**config.mk**
```make
export PLATFORM = sky130hd
export DESIGN_NAME = maxplus_matrix_product_top
export DESIGN_NICKNAME = d
export VERILOG_FILES = /design/src/sv/mpp_pkg.sv /design/src/sv/maxplus_matrix_product_top.sv /design/src/sv/mpp_cell.sv
export SDC_FILE = /design/constraint.sdc
export NUM_CORES = 2
export LEC_CHECK = 0
export ABC_AREA = 1
export BUFFER_PORTS_ARGS = -buffer_cell sky130_fd_sc_hd__buf_2
export CAP_MARGIN = 20
export CORE_MARGIN = 2
export CORE_UTILIZATION = 45
export CTS_CLUSTER_SIZE = 24
export DETAILED_ROUTE_END_ITERATION = 16
export REMOVE_ABC_BUFFERS = 1
export SYNTH_ARGS = -nofsm -noshare
export SYNTH_HDL_FRONTEND = slang
export SYNTH_SLANG_ARGS = --single-unit
```
**constraint.sdc**
```tcl
create_clock -name i_clk -period 52.7 [get_ports i_clk]
set_clock_uncertainty 0.05 [all_clocks]
set_input_delay 10.54 -clock i_clk [delete_from_list [all_inputs] [get_ports i_clk]]
set_output_delay 10.54 -clock i_clk [all_outputs]
set_load 0.01 [all_outputs]
```
**src/sv/mpp_pkg.sv**
```systemverilog
// Package for the max-plus matrix product block.
// Holds beat types, register indexes, cell control types and the saturating add.
// No dependencies.
`default_nettype none

package mpp_pkg;

    localparam int VALUE_WIDTH = 32;
    localparam int IDX_A_W     = 8;
    localparam int IDX_B_W     = 3;
    localparam int DIM_W       = 4;
    localparam int CFG_IDX_W   = 4;

    typedef logic signed [VALUE_WIDTH-1:0] t_value;

    localparam t_value VMIN     = {1'b1, {(VALUE_WIDTH-1){1'b0}}};
    localparam t_value VMAX     = {1'b0, {(VALUE_WIDTH-1){1'b1}}};
    localparam t_value VMIN_FIN = {1'b1, {(VALUE_WIDTH-2){1'b0}}, 1'b1};

    typedef enum logic [0:0] {
        CMD_LOAD_B = 1'b0,
        CMD_A_ELEM = 1'b1
    } t_cmd;

    typedef enum logic [CFG_IDX_W-1:0] {
        CFG_INNER_DIM = 4'd0,
        CFG_N_COLS    = 4'd1
    } t_cfg_idx;

    typedef struct packed {
        t_cmd                 cmd;
        logic [IDX_A_W-1:0]   index_a;
        logic [IDX_B_W-1:0]   index_b;
        t_value               value;
    } t_in_beat;

    typedef struct packed {
        logic [IDX_A_W-1:0]   row;
        logic [IDX_B_W-1:0]   col;
        t_value               result;
        logic                 last;
    } t_out_beat;

    typedef struct packed {
        logic                 a_en;
        logic                 first;
        logic                 drain_load;
        logic                 shift;
        logic                 b_we;
        logic [IDX_B_W-1:0]   b_col;
        logic [IDX_B_W-1:0]   b_row;
        logic [IDX_B_W-1:0]   a_k;
        logic [DIM_W-1:0]     n_cols;
    } t_cell_ctl;

    typedef struct packed {
        logic                 v;
        logic [IDX_B_W-1:0]   col;
        logic                 last;
        t_value               res;
    } t_slot;

    // epsilon absorbs; finite sums saturate and never reach epsilon
    function automatic t_value trop_add(input t_value a, input t_value b);
        logic [VALUE_WIDTH:0] sum;
        t_value               res;
        sum = {a[VALUE_WIDTH-1], a} + {b[VALUE_WIDTH-1], b};
        if (a == VMIN || b == VMIN) begin
            res = VMIN;
        end else if (sum[VALUE_WIDTH:VALUE_WIDTH-1] == 2'b01) begin
            res = VMAX;
        end else if (sum[VALUE_WIDTH:VALUE_WIDTH-1] == 2'b10 ||
                     sum[VALUE_WIDTH-1:0] == VMIN) begin
            res = VMIN_FIN;
        end else begin
            res = sum[VALUE_WIDTH-1:0];
        end
        return res;
    endfunction

endpackage

`default_nettype wire

```
**src/sv/maxplus_matrix_product_top.sv**
```systemverilog
// Top level of the max-plus matrix product: config registers, beat decode,
// chain of column cells and result drain. Depends on mpp_pkg and mpp_cell.
// A row-closing A beat shows its first result in the cycle after it is accepted.
// Throughput: one B or A beat per cycle; the n_cols results drain one per cycle
// through the cell chain while the output is not stalled, and a row-closing A
// beat waits until that drain is empty. Reset: inner_dim and n_cols return to 8,
// drain chain empties; B store and column maxima are not cleared.
`default_nettype none

module maxplus_matrix_product_top
    import mpp_pkg::*;
#(
    parameter int MAX_DIM = 8
) (
    input  wire logic                 i_clk,
    input  wire logic                 i_rst_n,
    input  wire logic                 i_in_valid,
    output logic                      o_in_stall,
    input  wire t_in_beat             i_in_beat,
    output logic                      o_out_valid,
    input  wire logic                 i_out_stall,
    output t_out_beat                 o_out_beat,
    input  wire logic                 i_cfg_valid,
    output logic                      o_cfg_ready,
    input  wire logic [CFG_IDX_W-1:0] i_cfg_index,
    input  wire logic [DIM_W-1:0]     i_cfg_data
);

    localparam int LANES = (MAX_DIM < 8) ? MAX_DIM : 8;

    logic [DIM_W-1:0]   r_inner_dim;
    logic [DIM_W-1:0]   r_n_cols;
    logic [DIM_W-1:0]   w_p;
    logic [DIM_W-1:0]   w_q;
    logic [IDX_A_W-1:0] r_row;
    logic               w_is_a;
    logic               w_k_ok;
    logic               w_k_last;
    logic               w_busy;
    logic               w_accept;
    t_cell_ctl          w_ctl;
    t_slot              w_slot [LANES+1];

    assign o_cfg_ready = 1'b1;

    always_ff @(posedge i_clk) begin
        if (!i_rst_n) begin
            r_inner_dim <= DIM_W'(8);
            r_n_cols    <= DIM_W'(8);
        end else if (i_cfg_valid && o_cfg_ready) begin
            unique case (i_cfg_index)
                CFG_INNER_DIM: r_inner_dim <= i_cfg_data;
                CFG_N_COLS:    r_n_cols    <= i_cfg_data;
                default: ;
            endcase
        end
    end

    always_comb begin
        if (r_inner_dim == '0) begin
            w_p = DIM_W'(1);
        end else if (r_inner_dim > DIM_W'(LANES)) begin
            w_p = DIM_W'(LANES);
        end else begin
            w_p = r_inner_dim;
        end
        if (r_n_cols == '0) begin
            w_q = DIM_W'(1);
        end else if (r_n_cols > DIM_W'(LANES)) begin
            w_q = DIM_W'(LANES);
        end else begin
            w_q = r_n_cols;
        end
    end

    always_comb begin
        w_is_a   = i_in_beat.cmd == CMD_A_ELEM;
        w_k_ok   = {1'b0, i_in_beat.index_b} < w_p;
        w_k_last = {1'b0, i_in_beat.index_b} == (w_p - DIM_W'(1));
        w_busy   = w_slot[0].v;
        o_in_stall = w_busy && w_is_a && w_k_ok && w_k_last;
        w_accept = i_in_valid && !o_in_stall;

        w_ctl.a_en       = w_accept && w_is_a && w_k_ok;
        w_ctl.first      = i_in_beat.index_b == '0;
        w_ctl.drain_load = w_accept && w_is_a && w_k_ok && w_k_last;
        w_ctl.shift      = w_busy && !i_out_stall;
        w_ctl.b_we       = w_accept && !w_is_a && (i_in_beat.index_a < IDX_A_W'(LANES));
        w_ctl.b_col      = i_in_beat.index_b;
        w_ctl.b_row      = i_in_beat.index_a[IDX_B_W-1:0];
        w_ctl.a_k        = i_in_beat.index_b;
        w_ctl.n_cols     = w_q;
    end

    always_ff @(posedge i_clk) begin
        if (w_ctl.drain_load) begin
            r_row <= i_in_beat.index_a;
        end
    end

    assign w_slot[LANES] = '0;

    for (genvar j = 0; j < LANES; j++) begin : g_cell
        mpp_cell #(
            .LANE (j),
            .ROWS (LANES)
        ) u_cell (
            .i_clk   (i_clk),
            .i_rst_n (i_rst_n),
            .i_ctl   (w_ctl),
            .i_value (i_in_beat.value),
            .i_next  (w_slot[j+1]),
            .o_slot  (w_slot[j])
        );
    end

    always_comb begin
        o_out_valid       = w_slot[0].v;
        o_out_beat.row    = r_row;
        o_out_beat.col    = w_slot[0].col;
        o_out_beat.result = w_slot[0].res;
        o_out_beat.last   = w_slot[0].last;
    end

endmodule

`default_nettype wire

```
**src/sv/mpp_cell.sv**
```systemverilog
// One column cell: holds a column of B, the running column maximum and one
// slot of the result drain chain. Depends on mpp_pkg.
`default_nettype none

module mpp_cell
    import mpp_pkg::*;
#(
    parameter int LANE = 0,
    parameter int ROWS = 8
) (
    input  wire logic      i_clk,
    input  wire logic      i_rst_n,
    input  wire t_cell_ctl i_ctl,
    input  wire t_value    i_value,
    input  wire t_slot     i_next,
    output t_slot          o_slot
);

    localparam int KW = $clog2(ROWS);

    t_value r_bcol [ROWS];
    t_value r_max;
    t_value w_sum;
    t_value n_max;
    t_slot  r_slot;
    t_slot  n_slot;

    always_ff @(posedge i_clk) begin
        if (i_ctl.b_we && i_ctl.b_col == IDX_B_W'(LANE)) begin
            r_bcol[i_ctl.b_row[KW-1:0]] <= i_value;
        end
    end

    always_comb begin
        w_sum = trop_add(i_value, r_bcol[i_ctl.a_k[KW-1:0]]);
        n_max = (i_ctl.first || w_sum > r_max) ? w_sum : r_max;
    end

    always_ff @(posedge i_clk) begin
        if (i_ctl.a_en) begin
            r_max <= n_max;
        end
    end

    always_comb begin
        if (i_ctl.drain_load) begin
            n_slot.v    = DIM_W'(LANE) < i_ctl.n_cols;
            n_slot.col  = IDX_B_W'(LANE);
            n_slot.last = DIM_W'(LANE + 1) == i_ctl.n_cols;
            n_slot.res  = n_max;
        end else if (i_ctl.shift) begin
            n_slot = i_next;
        end else begin
            n_slot = r_slot;
        end
    end

    always_ff @(posedge i_clk) begin
        if (!i_rst_n) begin
            r_slot.v <= 1'b0;
        end else begin
            r_slot <= n_slot;
        end
    end

    assign o_slot = r_slot;

endmodule

`default_nettype wire

```
* After elaboration in Yosys (flattened, before gate mapping)
Memory sizes are Yosys's and may differ from the RTL's. Cells that the tools add are included.
Cells by class: reduce and logical (&&, ||, !) cells 53, order comparisons 20, equal/unequal tests 50, $add $sub $neg 9, muxes and demuxes 68
Operator list (count):
- two-way mux 32 bit | 32
- two-way mux 37 bit | 16
- == test 32 bit (second input constant) | 17
- adder 32 x 32 -> 33 bit | 8
- > comparator 32 bit | 8
- logical OR 1 bit | 24
- logical AND 1 bit | 18
- == test 2 x 1 -> 1 bit (second input constant) | 8
- == test 2 bit (second input constant) | 8
- == test 3 x 4 -> 1 bit (first input constant) | 4
- less-than comparator 3 x 4 -> 1 bit (first input constant) | 4
- two-way mux 1 bit | 16
- two-way mux 4 bit | 4
- == test 3 bit (second input constant) | 4
- logical NOT 4 bit | 3
- == test 2 x 4 -> 1 bit (first input constant) | 2
- > comparator 4 bit (second input constant) | 2
- less-than comparator 1 x 4 -> 1 bit (first input constant) | 2
- less-than comparator 2 x 4 -> 1 bit (first input constant) | 2
- less-than comparator 8 x 4 -> 1 bit (second input constant) | 1
- == test 3 x 2 -> 1 bit (second input constant) | 2
- AND reduction 2 bit | 3
- == test 1 x 4 -> 1 bit (first input constant) | 1
- == test 3 x 4 -> 1 bit | 1
- other kinds (8) | 10
Storage, ports and cells: logic and storage cells 251, memories 8, output and inout bits 47, RAM bits 2048, input port bits 57, flip-flop bits (word level) 568
Memories:
- g_cell[0].u_cell.r_bcol | words 8, width 32, read ports 1, clocked after Yosys merged registers in 0, wr ports 1, RTL line mpp_cell.sv:21 | t_value r_bcol [ROWS];
- g_cell[1].u_cell.r_bcol | words 8, width 32, read ports 1, clocked after Yosys merged registers in 0, wr ports 1, RTL line mpp_cell.sv:21
- g_cell[2].u_cell.r_bcol | words 8, width 32, read ports 1, clocked after Yosys merged registers in 0, wr ports 1, RTL line mpp_cell.sv:21
- g_cell[3].u_cell.r_bcol | words 8, width 32, read ports 1, clocked after Yosys merged registers in 0, wr ports 1, RTL line mpp_cell.sv:21
- g_cell[4].u_cell.r_bcol | words 8, width 32, read ports 1, clocked after Yosys merged registers in 0, wr ports 1, RTL line mpp_cell.sv:21
- g_cell[5].u_cell.r_bcol | words 8, width 32, read ports 1, clocked after Yosys merged registers in 0, wr ports 1, RTL line mpp_cell.sv:21
- +2 memories

* Logic depth before layout (Yosys ltp)
depth after elaboration 13, gate-level depth with buffers 50, mapped depth without buffers 45

* Cells and area by module
A second synthesis with hierarchy kept.
Second synthesis, totals: cell total of the unflattened synthesis 15280, area, all modules 140459.7 µm²
Modules (own cells, without submodules):
- mpp_cell at g_cell[4].u_cell | instances 1, area each 17678.2 µm², seq. area each 9749.4 µm², cells an instance 1907
- mpp_cell at g_cell[7].u_cell | instances 1, area each 17588.1 µm², seq. area each 9749.4 µm², cells an instance 1897
- mpp_cell at g_cell[6].u_cell | instances 1, area each 17473.0 µm², seq. area each 9749.4 µm², cells an instance 1891
- mpp_cell at g_cell[3].u_cell | instances 1, area each 17459.2 µm², seq. area each 9749.4 µm², cells an instance 1901
- mpp_cell at g_cell[2].u_cell | instances 1, area each 17410.4 µm², seq. area each 9749.4 µm², cells an instance 1903
- mpp_cell at g_cell[0].u_cell | instances 1, area each 17377.9 µm², seq. area each 9749.4 µm², cells an instance 1898
- mpp_cell at g_cell[5].u_cell | instances 1, area each 17350.4 µm², seq. area each 9749.4 µm², cells an instance 1877
- mpp_cell at g_cell[1].u_cell | instances 1, area each 17310.4 µm², seq. area each 9749.4 µm², cells an instance 1905
- maxplus_matrix_product_top | instances 1, area each 812.0 µm², seq. area each 400.4 µm², cells an instance 101

* Worst setup path before layout
No wires, ideal clock.
path type in2reg, from input port i_in_beat[32] in the netlist's numbering, to register g_cell[0].u_cell.r_slot, in the netlist g_cell[0].u_cell.o_slot[0], enable pin, setup slack 22.130 ns, stages 17, buffers on the path 3, data arrival time 29.584 ns, library setup time 0.936 ns, data required time 51.714 ns, path through buf_6 > clkinv_1 > clkbuf_1 > ha_1 > nor2_1 > o21ai_0 > a21oi_1 > nor2_1 > and3_1 > nor2_1 > nand2_1 > inv_1 > nand2_1 > buf_2 > nand2_1 > inv_1 > nor2_1
RTL lines:
- start: declaration | RTL line maxplus_matrix_product_top.sv:19 | input wire t_in_beat i_in_beat,
- end signal: assignment | RTL line mpp_cell.sv:62 | r_slot <= n_slot;
- end: declaration | RTL line mpp_cell.sv:25 | t_slot r_slot;

* Worst setup path in the final report
from input port i_in_beat[32] in the netlist's numbering, to output port o_in_stall
Between the ends: cells in the longest elaborated chain, start to end 3, elaborated cells on any way between the ends 4, those cells by class order compare: 1; eq/ne: 1; reduce/logical: 2
Ends and longest elaborated chain:
- less-than comparator 3 x 4 -> 1 bit | RTL line maxplus_matrix_product_top.sv:78 | w_k_ok = {1'b0, i_in_beat.index_b} < w_p;
- logical AND 1 bit | RTL line maxplus_matrix_product_top.sv:81 | o_in_stall = w_busy && w_is_a && w_k_ok && w_k_last;
- logical AND 1 bit * | RTL line maxplus_matrix_product_top.sv:81
- end: declaration | RTL line maxplus_matrix_product_top.sv:18 | output logic o_in_stall,
Mark *: on every way between the ends. The rest lies on a longest branch, timed or not.

==> results.md <==
* GR Util met2 at 42.5%
* Max-Slew Margin vs Limit at 25.5%
* Post-synthesis sequential area ratio at 58.5%
* Switch share at 31.9%
* Clock latency at the later pin of the worst-skew pair at 0.93 ns
* Clk buf depth at 4
* Max-Cap Viols at 0
* Fin. Hold Viols at 0
* CP max FO at 22
* Post-synth top area share at 58.3%
* Final #Nets at 14,600
* Combinational power share at 24.8%
* Area leader, netlist: edfxtp_1
* Util after Layout at 50.0%
* Post-detailed-route wirelength per cell at 22.5 µm
* Core box area at 296,000 µm²
* 1st-iter DRT viols at 10,300
* HP Class: reg2reg
* DR pass1 iterations at 6
* Yosys reg bits at 2,613
* Gr ovfl total at 0
* Worst Setup SP: i_in_beat[32]
* Hold Buf Count CTS at 0
* Number of synthesized flops with an enable pin at 2,597
* Row cnt at 200
* Initial core utilization at 45.1%
* Vias in the first global route at 93,100
* Area grow syn2layout at 10.8%
* Ports at 104
* Num CTS Buffers at 292
* PwrDens at 39.5 nW/µm²
* YS warnings at 0
* Top cells by area, synth: edfxtp_1, nand2_1, ha_1, inv_1, a22oi_1
* Fin crit share at 44.3%
* Post-Syn Area at 134,000 µm²
* Area post-placement at 139,000 µm²
* Crit start category: input port
* Die width at 549 µm
* Filler cells at 27,400
* Die ar. at 302,000 µm²
* Worst vdd ir at 0.0317 mV
* Die Y at 549 µm
* Synthesized area per cell at 9.56 µm²
* Hold Startpoint: r_inner_dim[2]$_SDFFE_PN0P_
* WP data arrival at 12.76 ns
* Pint at 3.99 mW
* Post-route ant nets at 0
* Total wire length at 409,000 µm
* DR vias/cell at 5.47
* Post_cts resized at 0
* CTS root buffer: clkbuf_16
* Inst Count DP at 17,700
* Grt met1 use at 36.9%
* Setup-failing EPs final at 0
* Synth cell types at 55
* CTS tree: done
* Slowest CP cell: clkinv_1
* Layout Cells excl Fill at 18,200
* Crit. End Element: primary output
* CTS H-tree lvls at 5
* Max Slew Vio Count at 0
* Fmax at 42.8 MHz
* Crit path required time at 42.11 ns
* Total number of vias at 99,500
* Cells along the critical path: buf_4 -> clkinv_1 -> ha_1 -> nor3b_1 -> and2_1 -> and3_1 -> buf_2
* CP max stage delay at 0.62 ns
* Dpl hpwl at 263,000 µm
* Gr usage total at 26.5%
* Most used DFF post-synth: edfxtp_1
* PortBufs at 102
* Postcts setup bufs at 0
* Crit Reg-Reg Startpoint: g_cell[7].u_cell.r_bcol[4][31]$_DFFE_PP_
* RSZ-0062 raised after global routing: no
* Psw at 1.87 mW
* Clock transition at path regs at 0.06 ns
* Synth async-reset ratio at 0%
* Cell area after layout at 148,000 µm²
* First-pass GRT wire length at 601,000 µm
* Layout cells sized above 1 at 5.68%
* Gate Count Post-Synth at 14,000
* Highest-count cells in the layout ignoring fill and taps: nand2_1, edfxtp_1, inv_1
* Clk pwr share at 33.7%
* Worst setup path class: in2out
* Sum Neg Setup Slack at 0 ns
* Status: finished clean
* Largest net degree at the start of global routing at 147
* Antenna violations before repair at 21
* Reg power frac at 41.4%
* Busiest layer in global routing: met2
* Most common cell after layout, fill and taps aside: nand2_1
* Min Tclk post-route at 23.35 ns
* GP Congestion at 0.943
* Drc violations at 0
* M3 GR Usage at 4.42%
* P_leak at 62.1 nW
* Clock sink count at 2,613
* Slew @ Worst Pin at 1.11 ns
layer usage:
layer  vias to the layer above  part of all wire, %
met1                     47800                   44
met3                       586                  7.5
met4                         8                  3.2
met2                      3265                   46
li1                      47800                    -
met5                         -                0.015
worst paths after layout:
kind	end	slack [ns]	depth (start not counted)
setup reg to reg	g_cell[7].u_cell.o_slot[3]$_SDFFCE_PN0P_	45.27	30
hold / removal	r_inner_dim[2]$_SDFFE_PN0P_	0.42	2
setup / recovery	o_in_stall	29.35	7
hold reg to reg	r_inner_dim[2]$_SDFFE_PN0P_	0.42	2
synth_stat cells (3+ instances only):
library cell / instances
o21ai_1: 35
clkbuf_1: 203
o221ai_1: 6
a41oi_1: 6
nor3b_1: 3
a221oi_1: 28
edfxtp_1: 2597
and3_1: 12
buf_6: 19
buf_4: 35
nor2_1: 781
nand2_1: 4485
o21bai_1: 8
buf_2: 216
a21oi_1: 624
and2_0: 8
a211oi_1: 6
buf_1: 73
o21ai_0: 162
nand4_1: 141
nor4_1: 27
nor3_1: 68
or2_2: 20
a21o_1: 5
o2111ai_1: 14
xor2_1: 35
o211ai_1: 9
o31ai_1: 5
a22oi_1: 785
nand3b_1: 42
inv_2: 12
o21a_1: 130
and2_1: 20
ha_1: 516
dfxtp_1: 16
xnor2_1: 44
a31oi_1: 32
inv_1: 1695
nand3_1: 1037
fa_1: 8
power groups by stage:
stage | sequential, mW | combinational, mW | clock (mW)
after detailed placement | 2.47 | 1.43 | 0
after CTS | 2.43 | 1.43 | 2.00
after global placement | 2.47 | 1.41 | 0
after floorplan | 2.46 | 0.992 | 0
after global routing | 2.43 | 1.65 | 2.09
final | 2.43 | 1.46 | 1.98
worst max-delay path, delay by kind of cell:
family,cells,cell delay [ns]
buffers and inverters,3,1.09
and+or+nand+nor,3,0.57
adders and majority gates,1,0.52
cell families after synthesis:
| kind of cell | Yosys count | share of synthesized area (%) |
|---|---|---|
| AND/OR/NAND/NOR | 6653 | 20.3 |
| flip-flops | 2613 | 58.5 |
| buffers and inverters | 2255 | 6.74 |
| AO/OA/AOI/OAI | 1864 | 8.97 |
| adder cells (fa/ha/maj) | 524 | 4.95 |
| XOR/XNOR | 79 | 0.517 |
| other | 1 | 0.00280 |
state kept, by name, summed over array words and instances, names as in the netlist:
register	count
g_cell.u_cell.o_slot	293
g_cell.u_cell.r_bcol	2048
g_cell.u_cell.r_max	256
r_inner_dim	4
r_n_cols	4
r_row	8
per-stage QoR:
| stage | setup slack, ns | total power [mW] | hold WS [ns] |
|---|---|---|---|
| 6_report | 29.35 | 5.86 | 0.420 |
| 5_1_grt | 29.20 | 6.17 | 0.446 |
| 3_5_place_dp | 29.29 | 3.89 | 0.412 |
| 4_1_cts | 29.29 | 5.86 | 0.421 |
| 3_3_place_gp | 29.32 | 3.88 | 0.408 |
| 2_1_floorplan | 13.61 | 3.46 | 0.390 |
cell type report:
type	count	area, µm²	area share, %
sequential	2613	78300	52.8
multi-input combinational	9121	47000	31.7
clock buffer	367	7670	5.18
inverter	1709	6450	4.35
tap	3939	4930	3.32
timing repair buffer	304	2360	1.59
clock inverter	143	1510	1.02
antenna	6	15.0	0.0101
No activity file was read; power rests on OpenSTA's default activity.
